===== src/rtl/qbrrc_pkg.sv =====
// ----------------------------------------------------------------------------
// qbrrc_pkg
// shared types, constants and tap table of the qpsk/bpsk rrc modulator
// ----------------------------------------------------------------------------
package qbrrc_pkg;

   localparam int SAMPLE_W      = 16;
   localparam int ACC_W         = 32;
   localparam int COEF_SLOTS    = 64;
   localparam int COEF_IDX_W    = 6;
   localparam int PHASE_W       = 3;   // holds a phase for up to eight samples per symbol
   localparam int SYM_W         = 2;
   localparam int SYMS_PER_BYTE = 4;
   localparam int CSR_IDX_W     = 1;
   localparam int CSR_DATA_W    = 1;

   // register indexes
   localparam logic [CSR_IDX_W-1:0] CSR_TX_ENABLE = 1'd0;
   localparam logic [CSR_IDX_W-1:0] CSR_BPSK_SEL  = 1'd1;

   // operation codes
   localparam logic OP_DATA = 1'b0;
   localparam logic OP_IDLE = 1'b1;

   // constellation points, q1.15
   localparam logic signed [SAMPLE_W-1:0] QPSK_POS = 16'sd23166;
   localparam logic signed [SAMPLE_W-1:0] QPSK_NEG = -16'sd23167;
   localparam logic signed [SAMPLE_W-1:0] BPSK_POS = 16'sd32767;
   localparam logic signed [SAMPLE_W-1:0] BPSK_NEG = -16'sd32768;

   // rrc taps in q1.15, zero padded to the largest tap count
   localparam logic signed [SAMPLE_W-1:0] COEF_TAB [COEF_SLOTS] = '{
      -16'sd256,   16'sd127,   16'sd638,   16'sd766,
      -16'sd256,  -16'sd2560, -16'sd4863, -16'sd3841,
       16'sd2559,  16'sd12032, 16'sd20480, 16'sd24576,
       16'sd20480, 16'sd12032, 16'sd2559, -16'sd3841,
      -16'sd4863, -16'sd2560, -16'sd256,   16'sd766,
       16'sd638,   16'sd127,  -16'sd256,   16'sd0,
       16'sd127,   16'sd127,   16'sd0,     16'sd0,
       16'sd0, 16'sd0, 16'sd0, 16'sd0,
       16'sd0, 16'sd0, 16'sd0, 16'sd0, 16'sd0, 16'sd0, 16'sd0, 16'sd0,
       16'sd0, 16'sd0, 16'sd0, 16'sd0, 16'sd0, 16'sd0, 16'sd0, 16'sd0,
       16'sd0, 16'sd0, 16'sd0, 16'sd0, 16'sd0, 16'sd0, 16'sd0, 16'sd0,
       16'sd0, 16'sd0, 16'sd0, 16'sd0, 16'sd0, 16'sd0, 16'sd0, 16'sd0
   };

   typedef struct packed {
      logic       operation;
      logic [7:0] data_byte;
      logic       byte_last;
   } req_type;

   typedef struct packed {
      logic signed [SAMPLE_W-1:0] sample_i;
      logic signed [SAMPLE_W-1:0] sample_q;
      logic                       sample_last;
   } rsp_type;

   // new symbol walking down the history, one cell per cycle while the chain runs
   typedef struct packed {
      logic                       valid;
      logic signed [SAMPLE_W-1:0] sym_i;
      logic signed [SAMPLE_W-1:0] sym_q;
   } push_type;

   // output sample being accumulated as it walks down the cells
   typedef struct packed {
      logic               valid;
      logic               zero;
      logic               last;
      logic [PHASE_W-1:0] phase;
      logic [ACC_W-1:0]   acc_i;
      logic [ACC_W-1:0]   acc_q;
   } tok_type;

endpackage


===== src/rtl/qbrrc_seq.sv =====
// ----------------------------------------------------------------------------
// qbrrc_seq
// byte sequencer: splits a byte into symbols, maps them and issues samples
// ----------------------------------------------------------------------------
module qbrrc_seq
   import qbrrc_pkg::*;
#(
   parameter int SAMPLES_PER_SYMBOL = 4
) (
   input  logic     clock,
   input  logic     reset,
   input  logic     ce,
   input  logic     tx_enable,
   input  logic     bpsk_sel,
   input  logic     req_valid,
   output logic     req_ready,
   input  req_type  req_payload,
   output push_type push_out,
   output tok_type  tok_out
);

   localparam int KW = (SAMPLES_PER_SYMBOL > 1) ? $clog2(SAMPLES_PER_SYMBOL) : 1;
   localparam logic [KW-1:0]    K_LAST   = KW'(SAMPLES_PER_SYMBOL - 1);
   localparam logic [SYM_W-1:0] SYM_LAST = SYM_W'(SYMS_PER_BYTE - 1);

   logic             busy_ff, busy_in;
   logic             idle_ff, idle_in;
   logic [7:0]       byte_ff, byte_in;
   logic             last_ff, last_in;
   logic [SYM_W-1:0] sym_ff, sym_in;
   logic [KW-1:0]    k_ff, k_in;
   tok_type          tok_ff, tok_in;

   logic       fin;
   logic       accept;
   logic [2:0] msb;
   logic [1:0] bits;

   assign fin       = busy_ff && (idle_ff || (sym_ff == SYM_LAST && k_ff == K_LAST));
   assign req_ready = ce && (!busy_ff || fin);
   assign accept    = req_valid && req_ready;

   // msb of the current pair: 7, 5, 3, 1
   assign msb  = {~sym_ff, 1'b1};
   assign bits = byte_ff[msb -: 2];

   // symbol push on the first phase of each symbol
   always_comb begin
      push_out.valid = busy_ff && !idle_ff && (k_ff == '0);
      if (bpsk_sel) begin
         push_out.sym_i = bits[1] ? BPSK_NEG : BPSK_POS;
         push_out.sym_q = '0;
      end else begin
         push_out.sym_i = bits[1] ? QPSK_NEG : QPSK_POS;
         push_out.sym_q = bits[0] ? QPSK_NEG : QPSK_POS;
      end
   end

   // sample token is registered in tok_ff, so it trails the push into the chain
   always_comb begin
      tok_in.valid = busy_ff;
      tok_in.zero  = idle_ff || !tx_enable;
      tok_in.last  = !idle_ff && last_ff && sym_ff == SYM_LAST && k_ff == K_LAST;
      tok_in.phase = PHASE_W'(k_ff);
      tok_in.acc_i = '0;
      tok_in.acc_q = '0;
   end

   always_comb begin
      busy_in = busy_ff;
      idle_in = idle_ff;
      byte_in = byte_ff;
      last_in = last_ff;
      sym_in  = sym_ff;
      k_in    = k_ff;
      if (busy_ff && !fin) begin
         if (k_ff == K_LAST) begin
            k_in   = '0;
            sym_in = sym_ff + 1'b1;
         end else begin
            k_in = k_ff + 1'b1;
         end
      end else if (accept) begin
         busy_in = 1'b1;
         idle_in = (req_payload.operation == OP_IDLE);
         byte_in = req_payload.data_byte;
         last_in = req_payload.byte_last;
         sym_in  = '0;
         k_in    = '0;
      end else begin
         busy_in = 1'b0;
      end
   end

   always_ff @(posedge clock) begin
      if (reset) begin
         busy_ff      <= 1'b0;
         tok_ff.valid <= 1'b0;
         sym_ff       <= '0;
         k_ff         <= '0;
      end else if (ce) begin
         busy_ff <= busy_in;
         tok_ff  <= tok_in;
         sym_ff  <= sym_in;
         k_ff    <= k_in;
      end
   end

   always_ff @(posedge clock) begin
      if (ce) begin
         idle_ff <= idle_in;
         byte_ff <= byte_in;
         last_ff <= last_in;
      end
   end

   assign tok_out = tok_ff;

endmodule


===== src/rtl/qbrrc_cell.sv =====
// ----------------------------------------------------------------------------
// qbrrc_cell
// one history cell: holds one i/q symbol and adds its tap product to a sample
// ----------------------------------------------------------------------------
module qbrrc_cell
   import qbrrc_pkg::*;
#(
   parameter int CELL_IDX           = 0,
   parameter int SAMPLES_PER_SYMBOL = 4
) (
   input  logic     clock,
   input  logic     reset,
   input  logic     ce,
   input  push_type push_in,
   input  tok_type  tok_in,
   output push_type push_out,
   output tok_type  tok_out
);

   localparam int BASE = SAMPLES_PER_SYMBOL * CELL_IDX;

   logic signed [SAMPLE_W-1:0] hist_i_ff, hist_q_ff;
   push_type                   push_ff;
   tok_type                    tok_ff, tok_nx_in;

   logic [COEF_IDX_W-1:0]      cidx;
   logic signed [SAMPLE_W-1:0] coef;
   logic signed [ACC_W-1:0]    prod_i, prod_q;

   assign cidx   = COEF_IDX_W'(BASE) + COEF_IDX_W'(tok_in.phase);
   assign coef   = COEF_TAB[cidx];
   assign prod_i = hist_i_ff * coef;
   assign prod_q = hist_q_ff * coef;

   always_comb begin
      tok_nx_in       = tok_in;
      tok_nx_in.acc_i = tok_in.acc_i + prod_i;
      tok_nx_in.acc_q = tok_in.acc_q + prod_q;
   end

   always_ff @(posedge clock) begin
      if (reset) begin
         hist_i_ff     <= '0;
         hist_q_ff     <= '0;
         push_ff.valid <= 1'b0;
         tok_ff.valid  <= 1'b0;
      end else if (ce) begin
         tok_ff        <= tok_nx_in;
         push_ff.valid <= push_in.valid;
         if (push_in.valid) begin
            // hand the displaced symbol to the next cell
            push_ff.sym_i <= hist_i_ff;
            push_ff.sym_q <= hist_q_ff;
            hist_i_ff     <= push_in.sym_i;
            hist_q_ff     <= push_in.sym_q;
         end
      end
   end

   assign push_out = push_ff;
   assign tok_out  = tok_ff;

endmodule


===== src/rtl/qpsk_bpsk_rrc_modulator_top.sv =====
// ----------------------------------------------------------------------------
// qpsk_bpsk_rrc_modulator_top
// qpsk/bpsk symbol mapper with polyphase root-raised-cosine pulse shaping
// ----------------------------------------------------------------------------
// usage
//  - req channel (valid/ready): one transaction carries a data byte or an
//    idle tick; a data byte gives 4 symbols, msb pair first, and
//    4 * SAMPLES_PER_SYMBOL samples (16 by default), an idle tick one zero sample
//  - rsp channel (valid/ready): one transaction per i/q sample
//  - csr port: csr_wr_en writes csr_wdata to register csr_index
//    (0 tx_enable, 1 bpsk_sel); change them only while the block is idle
//  - throughput: one sample per cycle while rsp is not held; the next
//    request is taken in the last cycle of the current one
//  - path: the first sample of a request passes the sequencer state, its
//    token register, each cell of the chain and the output register before
//    it shows on rsp_valid
//  - structure: the symbol history is a chain of TAP_COUNT/SAMPLES_PER_SYMBOL
//    cells; while the chain runs, a new symbol walks down it one cell a cycle
//    and each sample follows it, picking up one multiply-accumulate per cell
//  - stall: a held rsp fills a skid register; the whole chain then freezes
//    and req_ready drops until the skid drains, so no sample is lost
//  - reset: synchronous, clears history to zero and both registers to 0
module qpsk_bpsk_rrc_modulator_top
   import qbrrc_pkg::*;
#(
   parameter int TAP_COUNT          = 32,
   parameter int SAMPLES_PER_SYMBOL = 4
) (
   input  logic                  clock,
   input  logic                  reset,
   input  logic                  req_valid,
   output logic                  req_ready,
   input  req_type               req_payload,
   output logic                  rsp_valid,
   input  logic                  rsp_ready,
   output rsp_type               rsp_payload,
   input  logic                  csr_wr_en,
   input  logic [CSR_IDX_W-1:0]  csr_index,
   input  logic [CSR_DATA_W-1:0] csr_wdata
);

   localparam int HIST_LEN = TAP_COUNT / SAMPLES_PER_SYMBOL;

   // configuration registers
   logic tx_enable_ff, bpsk_sel_ff;

   always_ff @(posedge clock) begin
      if (reset) begin
         tx_enable_ff <= 1'b0;
         bpsk_sel_ff  <= 1'b0;
      end else if (csr_wr_en) begin
         unique case (csr_index)
            CSR_TX_ENABLE: tx_enable_ff <= csr_wdata[0];
            CSR_BPSK_SEL:  bpsk_sel_ff  <= csr_wdata[0];
            default: ;
         endcase
      end
   end

   // chain advances as one unit unless the skid register is holding a sample
   logic     chain_ce;
   push_type push_chain [HIST_LEN+1];
   tok_type  tok_chain  [HIST_LEN+1];

   qbrrc_seq #(
      .SAMPLES_PER_SYMBOL(SAMPLES_PER_SYMBOL)
   ) u_seq (
      .clock      (clock),
      .reset      (reset),
      .ce         (chain_ce),
      .tx_enable  (tx_enable_ff),
      .bpsk_sel   (bpsk_sel_ff),
      .req_valid  (req_valid),
      .req_ready  (req_ready),
      .req_payload(req_payload),
      .push_out   (push_chain[0]),
      .tok_out    (tok_chain[0])
   );

   for (genvar j = 0; j < HIST_LEN; j++) begin : g_cell
      qbrrc_cell #(
         .CELL_IDX          (j),
         .SAMPLES_PER_SYMBOL(SAMPLES_PER_SYMBOL)
      ) u_cell (
         .clock   (clock),
         .reset   (reset),
         .ce      (chain_ce),
         .push_in (push_chain[j]),
         .tok_in  (tok_chain[j]),
         .push_out(push_chain[j+1]),
         .tok_out (tok_chain[j+1])
      );
   end

   // final sample: sum bits 30:15, forced to zero when disabled or idle
   tok_type tail;
   rsp_type tail_rsp;

   assign tail = tok_chain[HIST_LEN];

   always_comb begin
      tail_rsp.sample_i    = tail.zero ? '0 : tail.acc_i[30:15];
      tail_rsp.sample_q    = tail.zero ? '0 : tail.acc_q[30:15];
      tail_rsp.sample_last = tail.last;
   end

   // output register plus skid register
   logic    out_v_ff, out_v_in;
   rsp_type out_ff, out_in;
   logic    skid_v_ff, skid_v_in;
   rsp_type skid_ff, skid_in;
   logic    pop;

   assign chain_ce = !skid_v_ff;
   assign pop      = out_v_ff && rsp_ready;

   always_comb begin
      out_v_in  = out_v_ff;
      out_in    = out_ff;
      skid_v_in = skid_v_ff;
      skid_in   = skid_ff;
      if (skid_v_ff) begin
         // chain frozen, drain the skid first
         if (pop) begin
            out_in    = skid_ff;
            skid_v_in = 1'b0;
         end
      end else if (!out_v_ff || pop) begin
         out_v_in = tail.valid;
         out_in   = tail_rsp;
      end else if (tail.valid) begin
         skid_v_in = 1'b1;
         skid_in   = tail_rsp;
      end
   end

   always_ff @(posedge clock) begin
      if (reset) begin
         out_v_ff  <= 1'b0;
         skid_v_ff <= 1'b0;
      end else begin
         out_v_ff  <= out_v_in;
         skid_v_ff <= skid_v_in;
      end
   end

   always_ff @(posedge clock) begin
      out_ff  <= out_in;
      skid_ff <= skid_in;
   end

   assign rsp_valid   = out_v_ff;
   assign rsp_payload = out_ff;

   // skid only ever holds a sample behind a full output register
   a_skid_behind_out: assert property (@(posedge clock) disable iff (reset)
      skid_v_ff |-> out_v_ff)
      else $error("skid register holds a sample with output register empty");

   // no new request while the chain is frozen
   a_no_req_on_stall: assert property (@(posedge clock) disable iff (reset)
      skid_v_ff |-> !req_ready)
      else $error("request taken while chain is frozen");

   // a frozen chain keeps its tail sample
   a_tail_frozen: assert property (@(posedge clock) disable iff (reset)
      !chain_ce |=> $stable(tail))
      else $error("chain tail moved while frozen");

   // the skid fills only when the output register was full and held
   a_skid_fill: assert property (@(posedge clock) disable iff (reset)
      $rose(skid_v_ff) |-> $past(out_v_ff && !rsp_ready))
      else $error("skid filled without a stalled output");

endmodule

===== config.mk =====
export PLATFORM = sky130hd
export DESIGN_NAME = qpsk_bpsk_rrc_modulator_top
export DESIGN_NICKNAME = d
export VERILOG_FILES = /design/src/rtl/qbrrc_pkg.sv /design/src/rtl/qbrrc_seq.sv /design/src/rtl/qbrrc_cell.sv /design/src/rtl/qpsk_bpsk_rrc_modulator_top.sv
export SDC_FILE = /design/constraint.sdc
export NUM_CORES = 2
export LEC_CHECK = 0
export BUFFER_PORTS_ARGS = -buffer_cell sky130_fd_sc_hd__buf_2
export CAP_MARGIN = 20
export CORE_ASPECT_RATIO = 1.25
export CORE_MARGIN = 3
export CORE_UTILIZATION = 35
export DETAILED_ROUTE_END_ITERATION = 6
export HOLD_SLACK_MARGIN = 0.03
export MAX_ROUTING_LAYER = met4
export PLACE_DENSITY = 0.61
export SLEW_MARGIN = 10
export SYNTH_ARGS = -nofsm -noshare
export SYNTH_HDL_FRONTEND = slang
export SYNTH_SLANG_ARGS = --single-unit
export TNS_END_PERCENT = 50

===== constraint.sdc =====
create_clock -name clock -period 32.4 [get_ports clock]
set_input_delay 1.62 -clock clock [delete_from_list [all_inputs] [get_ports clock]]
set_output_delay 1.62 -clock clock [all_outputs]
set_load 0.01 [all_outputs]

# After elaboration in Yosys (flattened, before gate mapping)
# Memories as Yosys holds them, arrays and structs flattened.
# Cells that the tools add are included.
# totals
reg_bits	1111
romBits	8192
inputBits	17
output_inout_bits	35
wordCells	262
memories	8
# classes
addsub	23
n_mul	16
magnitude_cmp	8
eq_ne	4
shift	1
n_mux	35
n_bitwise	14
reduce_logical	49
# mem_list
memory	words	width	rd	rd_clocked_by_memory_dff	write_ports	line_no	source
(name not given)	64	16	1	0	0	qbrrc_cell.sv:31	assign coef = COEF_TAB[cidx];
(name not given)	64	16	1	0	0	qbrrc_cell.sv:31	
(name not given)	64	16	1	0	0	qbrrc_cell.sv:31	
(name not given)	64	16	1	0	0	qbrrc_cell.sv:31	
(name not given)	64	16	1	0	0	qbrrc_cell.sv:31	
(name not given)	64	16	1	0	0	qbrrc_cell.sv:31	
2 more memories	n/a	n/a	n/a	n/a	n/a	n/a	
# op_table
cell	n
$mul A16 B16 Y31	16
$add A31 B31 Y31	14
$mux W16	21
$mux W33	3
$ge A7 B7 Y1 const B	8
$not A6 Y7	7
$mux W32	1
$reduce_and A2 Y1	15
$reduce_and A3 Y1	10
$add A5 B2 Y6 const A	4
$logic_and A1 B1 Y1	11
$add A4 B2 Y5 const A	2
$mux W2	5
$shiftx A9 B4 Y2	1
$not A2 Y7	1
$logic_not A1 Y1	6
$mux W1	5
$not A1 Y1	5
$add A2 B1 Y2 const B	2
$add A3 B2 Y4 const A	1
$eq A2 B2 Y1 const B	2
$logic_or A1 B1 Y1	4
$ne A2 B1 Y1 const B	2
$reduce_bool A2 Y1	2
other kinds (2)	2

# Depth between registers and ports, before layout
# depth
ltp_word	9
ltp_mapped	28
depth_no_buf	26

# By module
# Synthesis repeated with hierarchy kept, for this count alone.
# hier_totals
cells_unflattened	18349
area_unflattened_um2	184246.7
# modules_own_cells
mod	instances	cells_per_inst	area_per_inst_um2	seq_area_each_um2
qbrrc_cell (g_cell[1].u_cell)	1	2499	24325.8	3713.6
qbrrc_cell (g_cell[3].u_cell)	1	2467	24146.9	3713.6
qbrrc_cell (g_cell[4].u_cell)	1	2467	24098.1	3713.6
qbrrc_cell (g_cell[0].u_cell)	1	2408	23749.0	3713.6
qbrrc_cell (g_cell[2].u_cell)	1	2289	23271.1	3713.6
qbrrc_cell (g_cell[5].u_cell)	1	2316	23223.5	3713.6
qbrrc_cell (g_cell[7].u_cell)	1	2070	22422.8	3713.6
qbrrc_cell (g_cell[6].u_cell)	1	1516	14493.9	3713.6
qpsk_bpsk_rrc_modulator_top	1	158	2934.1	2062.0
qbrrc_seq	1	159	1581.5	540.5

# Worst setup path before layout
# OpenSTA, ideal clock, no wires.
# synth_path
path_kind	in2reg
from	in reset
to	reg g_cell[0].u_cell.tok_ff (netlist bit g_cell[0].u_cell.tok_out[0]), enable pin
setup_time_ns	1.310
arrival_time_ns	21.348
required_time_ns	31.090
setup_slack_ns	9.742
path_stages	3
path_buffers	2
cell_sequence	clkbuf_1 buf_1 nor2_1
# synth_via
elab_chain_len	2
# synth_rtl
item	line_no	source
start: declaration	qpsk_bpsk_rrc_modulator_top.sv:30	input logic reset,
$not A1 Y1 (no source line)	n/a	
$reduce_and A2 Y1 (no source line)	n/a	
end signal: assignment	qbrrc_cell.sv:48	tok_ff <= tok_nx_in;
end: declaration	qbrrc_cell.sv:24	tok_type tok_ff, tok_nx_in;
# No other way between the ends.
# A chain may end at the register's enable or synchronous reset.

==> flow_summary.ini <==
[global_routing]
grt_pass1_wl_um = 350000
grt_pass1_vias = 68700
grt_max_degree = 197
overflow = 0
grt_use_total = 0.142
antenna_found_initial = 1

[synthesis]
async_reset_ff_frac = 0
synth-seq-cells = 632
synth_common_cells = inv_1, fa_1, ha_1
synth.area.top_cells = fa_1, edfxtp_1, ha_1, inv_1, xnor2_1
synth.cell_area_mm2 = 0.107
yosysSeqAreaShare = 0.172
synth.distinct_cells = 92
avgSynthCellArea_um2 = 10.5
yosysTopAreaCell = fa_1
synth_top_area_share = 0.385
synth_cells = 10200
synth_edf_count = 573
synth_most_common_cell = inv_1
yosysWarnings = 0
ys.flop_type = edfxtp_1

[placement]
place_ws_ns = 24.41
placed_cells = 14200
portBuffers = 51
routabilityCongestion = 0.943
hpwlAfterDp_um = 185000

[cells_and_area]
area_delta_synth_final_pct = 7.40
drive_above_1_share = 0.0349
fin_nets = 13700
final_cells = 14300

[clock_network]
root_buffer = clkbuf_16
clk_latency_ns = 0.74
cts_buffer_depth = 3
clkSinkCount = 632
cts_buffers = 81
hold_buffers = 0
cts_tree = done
cts_resized = 0
htreeDepth = 3
clkTransAtPathRegs_ns = 0.06
postCtsSetupBuffers = 0

[timing]
min_period_ns = 7.97
setup_tns_ns = 0
hold_viol_final = 0
final-setup-viol-count = 0
final-max-slew-violation-count = 0
clock_skew_ns = 0.0371
hold_ws_ns = 0.412
slew_headroom = 0.202
worst_slew_pin_slew_ns = 1.20
fmax_ghz = 0.125
rsz0062_at_grt = false
fin_crit_sh = 0.246
setup_ws_ns = 24.43

[detailed_routing]
first_iter_violations = 2008
via_per_inst = 4.40
ant_nets = 0
wire_per_inst_um = 14.5
drt-pass1-iter-count = 7
route.detailed.drc = 0
vias = 63100
routed_wl_um = 208000

[floorplanning]
fp.dieH_um = 624
die_width_um = 501
core_region_area_mm2 = 0.304
rows = 226
dieArea_mm2 = 0.313
start_util = 0.352
io_pins = 52

[pwr]
cellLeakagePower_uw = 0.0593
ir_drop_mv = 0.0472
power.density_mw_per_mm2 = 43.0

[status]
status = finished, final reports clean

[flow_run]
drv_cap = 0

[setup_path]
startpoint_type = register
critical_path_arrival_ns = 8.44
path_class = register to register
end_kind = register
required_ns = 32.87
path_max_fanout = 19

[hold_path]
holdCritPathClass = register to register
## power breakdown
part,switching [uW],leakage [uW],internal [uW],total (uW)
Sequential,80.6,0.00612,1220,1300
Clock,381,0.00131,538,919
Combinational,1510,0.0519,1210,2730
Total,1970,0.0593,2970,4950
## worst max-delay path, stage by stage, from the launching register on
cell and delay [ns]:
edfxtp_1 0.57, nand2b_1 0.32, inv_1 0.44, nand2b_1 0.10
buf_4 0.22, inv_1 0.66, fa_1 0.65, fa_1 0.48
fa_1 0.49, inv_1 0.06, fa_1 0.55, fa_1 0.42
fa_1 0.49, inv_1 0.04, ha_1 0.34, a21o_1 0.18
a21o_1 0.17, a21oi_1 0.19, o22ai_1 0.11, nor3_1 0.40
nor2_1 0.11, a2111oi_0 0.45, nor3_1 0.12, xor2_1 0.16
## routing by layer
metal | global-route usage | part of all wire | routed length, um
met1 | 0.161 | 0.41 | 85300
met3 | 0.0136 | 0.020 | 4250
met4 | 0.0448 | 0.036 | 7590
met2 | 0.262 | 0.53 | 111000
met5 | - | 0 | 0
## placed cells by master (no fill, tap or decap), types with 12 or more instances in the layout
cell type and instances:
a211oi_1 29, a21boi_1 14, a21o_1 144, a21oi_1 341, a31oi_1 26, and2_1 63, and3_1 35, buf_2 50
buf_4 61, clkbuf_1 12, clkbuf_16 84, clkinv_2 12, conb_1 56, dfxtp_1 58, edfxtp_1 573, fa_1 2059
ha_1 1352, inv_1 3087, mux2_2 33, mux2i_1 40, nand2_1 263, nand2b_1 120, nand3_1 50, nand4_1 13
nor2_1 385, nor2b_1 129, nor3_1 67, o211ai_1 12, o21a_1 60, o21ai_0 115, o21ai_1 57, o21bai_1 30
o31ai_1 17, or2_2 47, or3_1 18, xnor2_1 473, xor2_1 119
## per-stage QoR
stage | power (uW) | instance area [um^2] | utilization
floorplan | 3530 | 107000 | -
finish | 4950 | 115000 | 0.378
global route | 5490 | 115000 | 0.378
CTS | 5030 | 115000 | 0.378
global placement | 4010 | 112000 | 0.370
detailed placement | 4080 | 112000 | 0.370
## registers in the layout, summed over array words and instances, names as in the netlist
register / count
tx_enable_ff: 1
u_seq.byte_ff: 8
u_seq.busy_ff: 1
u_seq.sym_ff: 2
u_seq.tok_out: 5
g_cell.u_cell.hist_i_ff: 21
skid_v_ff: 1
u_seq.idle_ff: 1
rsp_valid: 1
g_cell.u_cell.hist_q_ff: 14
g_cell.u_cell.tok_out: 471
rsp_payload: 33
u_seq.k_ff: 2
u_seq.last_ff: 1
g_cell.u_cell.push_out: 36
bpsk_sel_ff: 1
skid_ff: 33
## layout make-up
cell class,instances,area (um^2)
sequential,632,18400
clock buffer,98,2170
fill,29900,189000
clock inverter,53,524
timing repair buffer,113,748
antenna,1,2.50
inverter,3091,11600
tap,3990,4990
multi-input combinational,6340,76600
## logic make-up (layout without fill, tap and decap cells)
family,count (synthesis),after routing,synth area share
DFF,632,632,0.172
AOI/OAI and AO/OA,971,971,0.0578
muxes,75,75,0.00763
buffers and inverters,3294,3355,0.115
other,2,57,0.0000701
xor gates and xnor gates,592,592,0.0484
adders and majority gates,3412,3412,0.543
and+or+nand+nor,1234,1234,0.0561
## final timing paths
check                                             startpoint                            to  slack, ns  cells after the start
worst max-delay path            g_cell[1].u_cell.tok_out[65]  g_cell[2].u_cell.tok_out[57]      24.43                     23
worst min-delay path            g_cell[6].u_cell.tok_out[19]  g_cell[7].u_cell.tok_out[19]       0.41                      0
worst max register to register  g_cell[1].u_cell.tok_out[65]  g_cell[2].u_cell.tok_out[57]      24.43                     23
worst min register to register  g_cell[6].u_cell.tok_out[19]  g_cell[7].u_cell.tok_out[19]       0.41                      0
No activity file was read; power rests on OpenSTA's default activity.
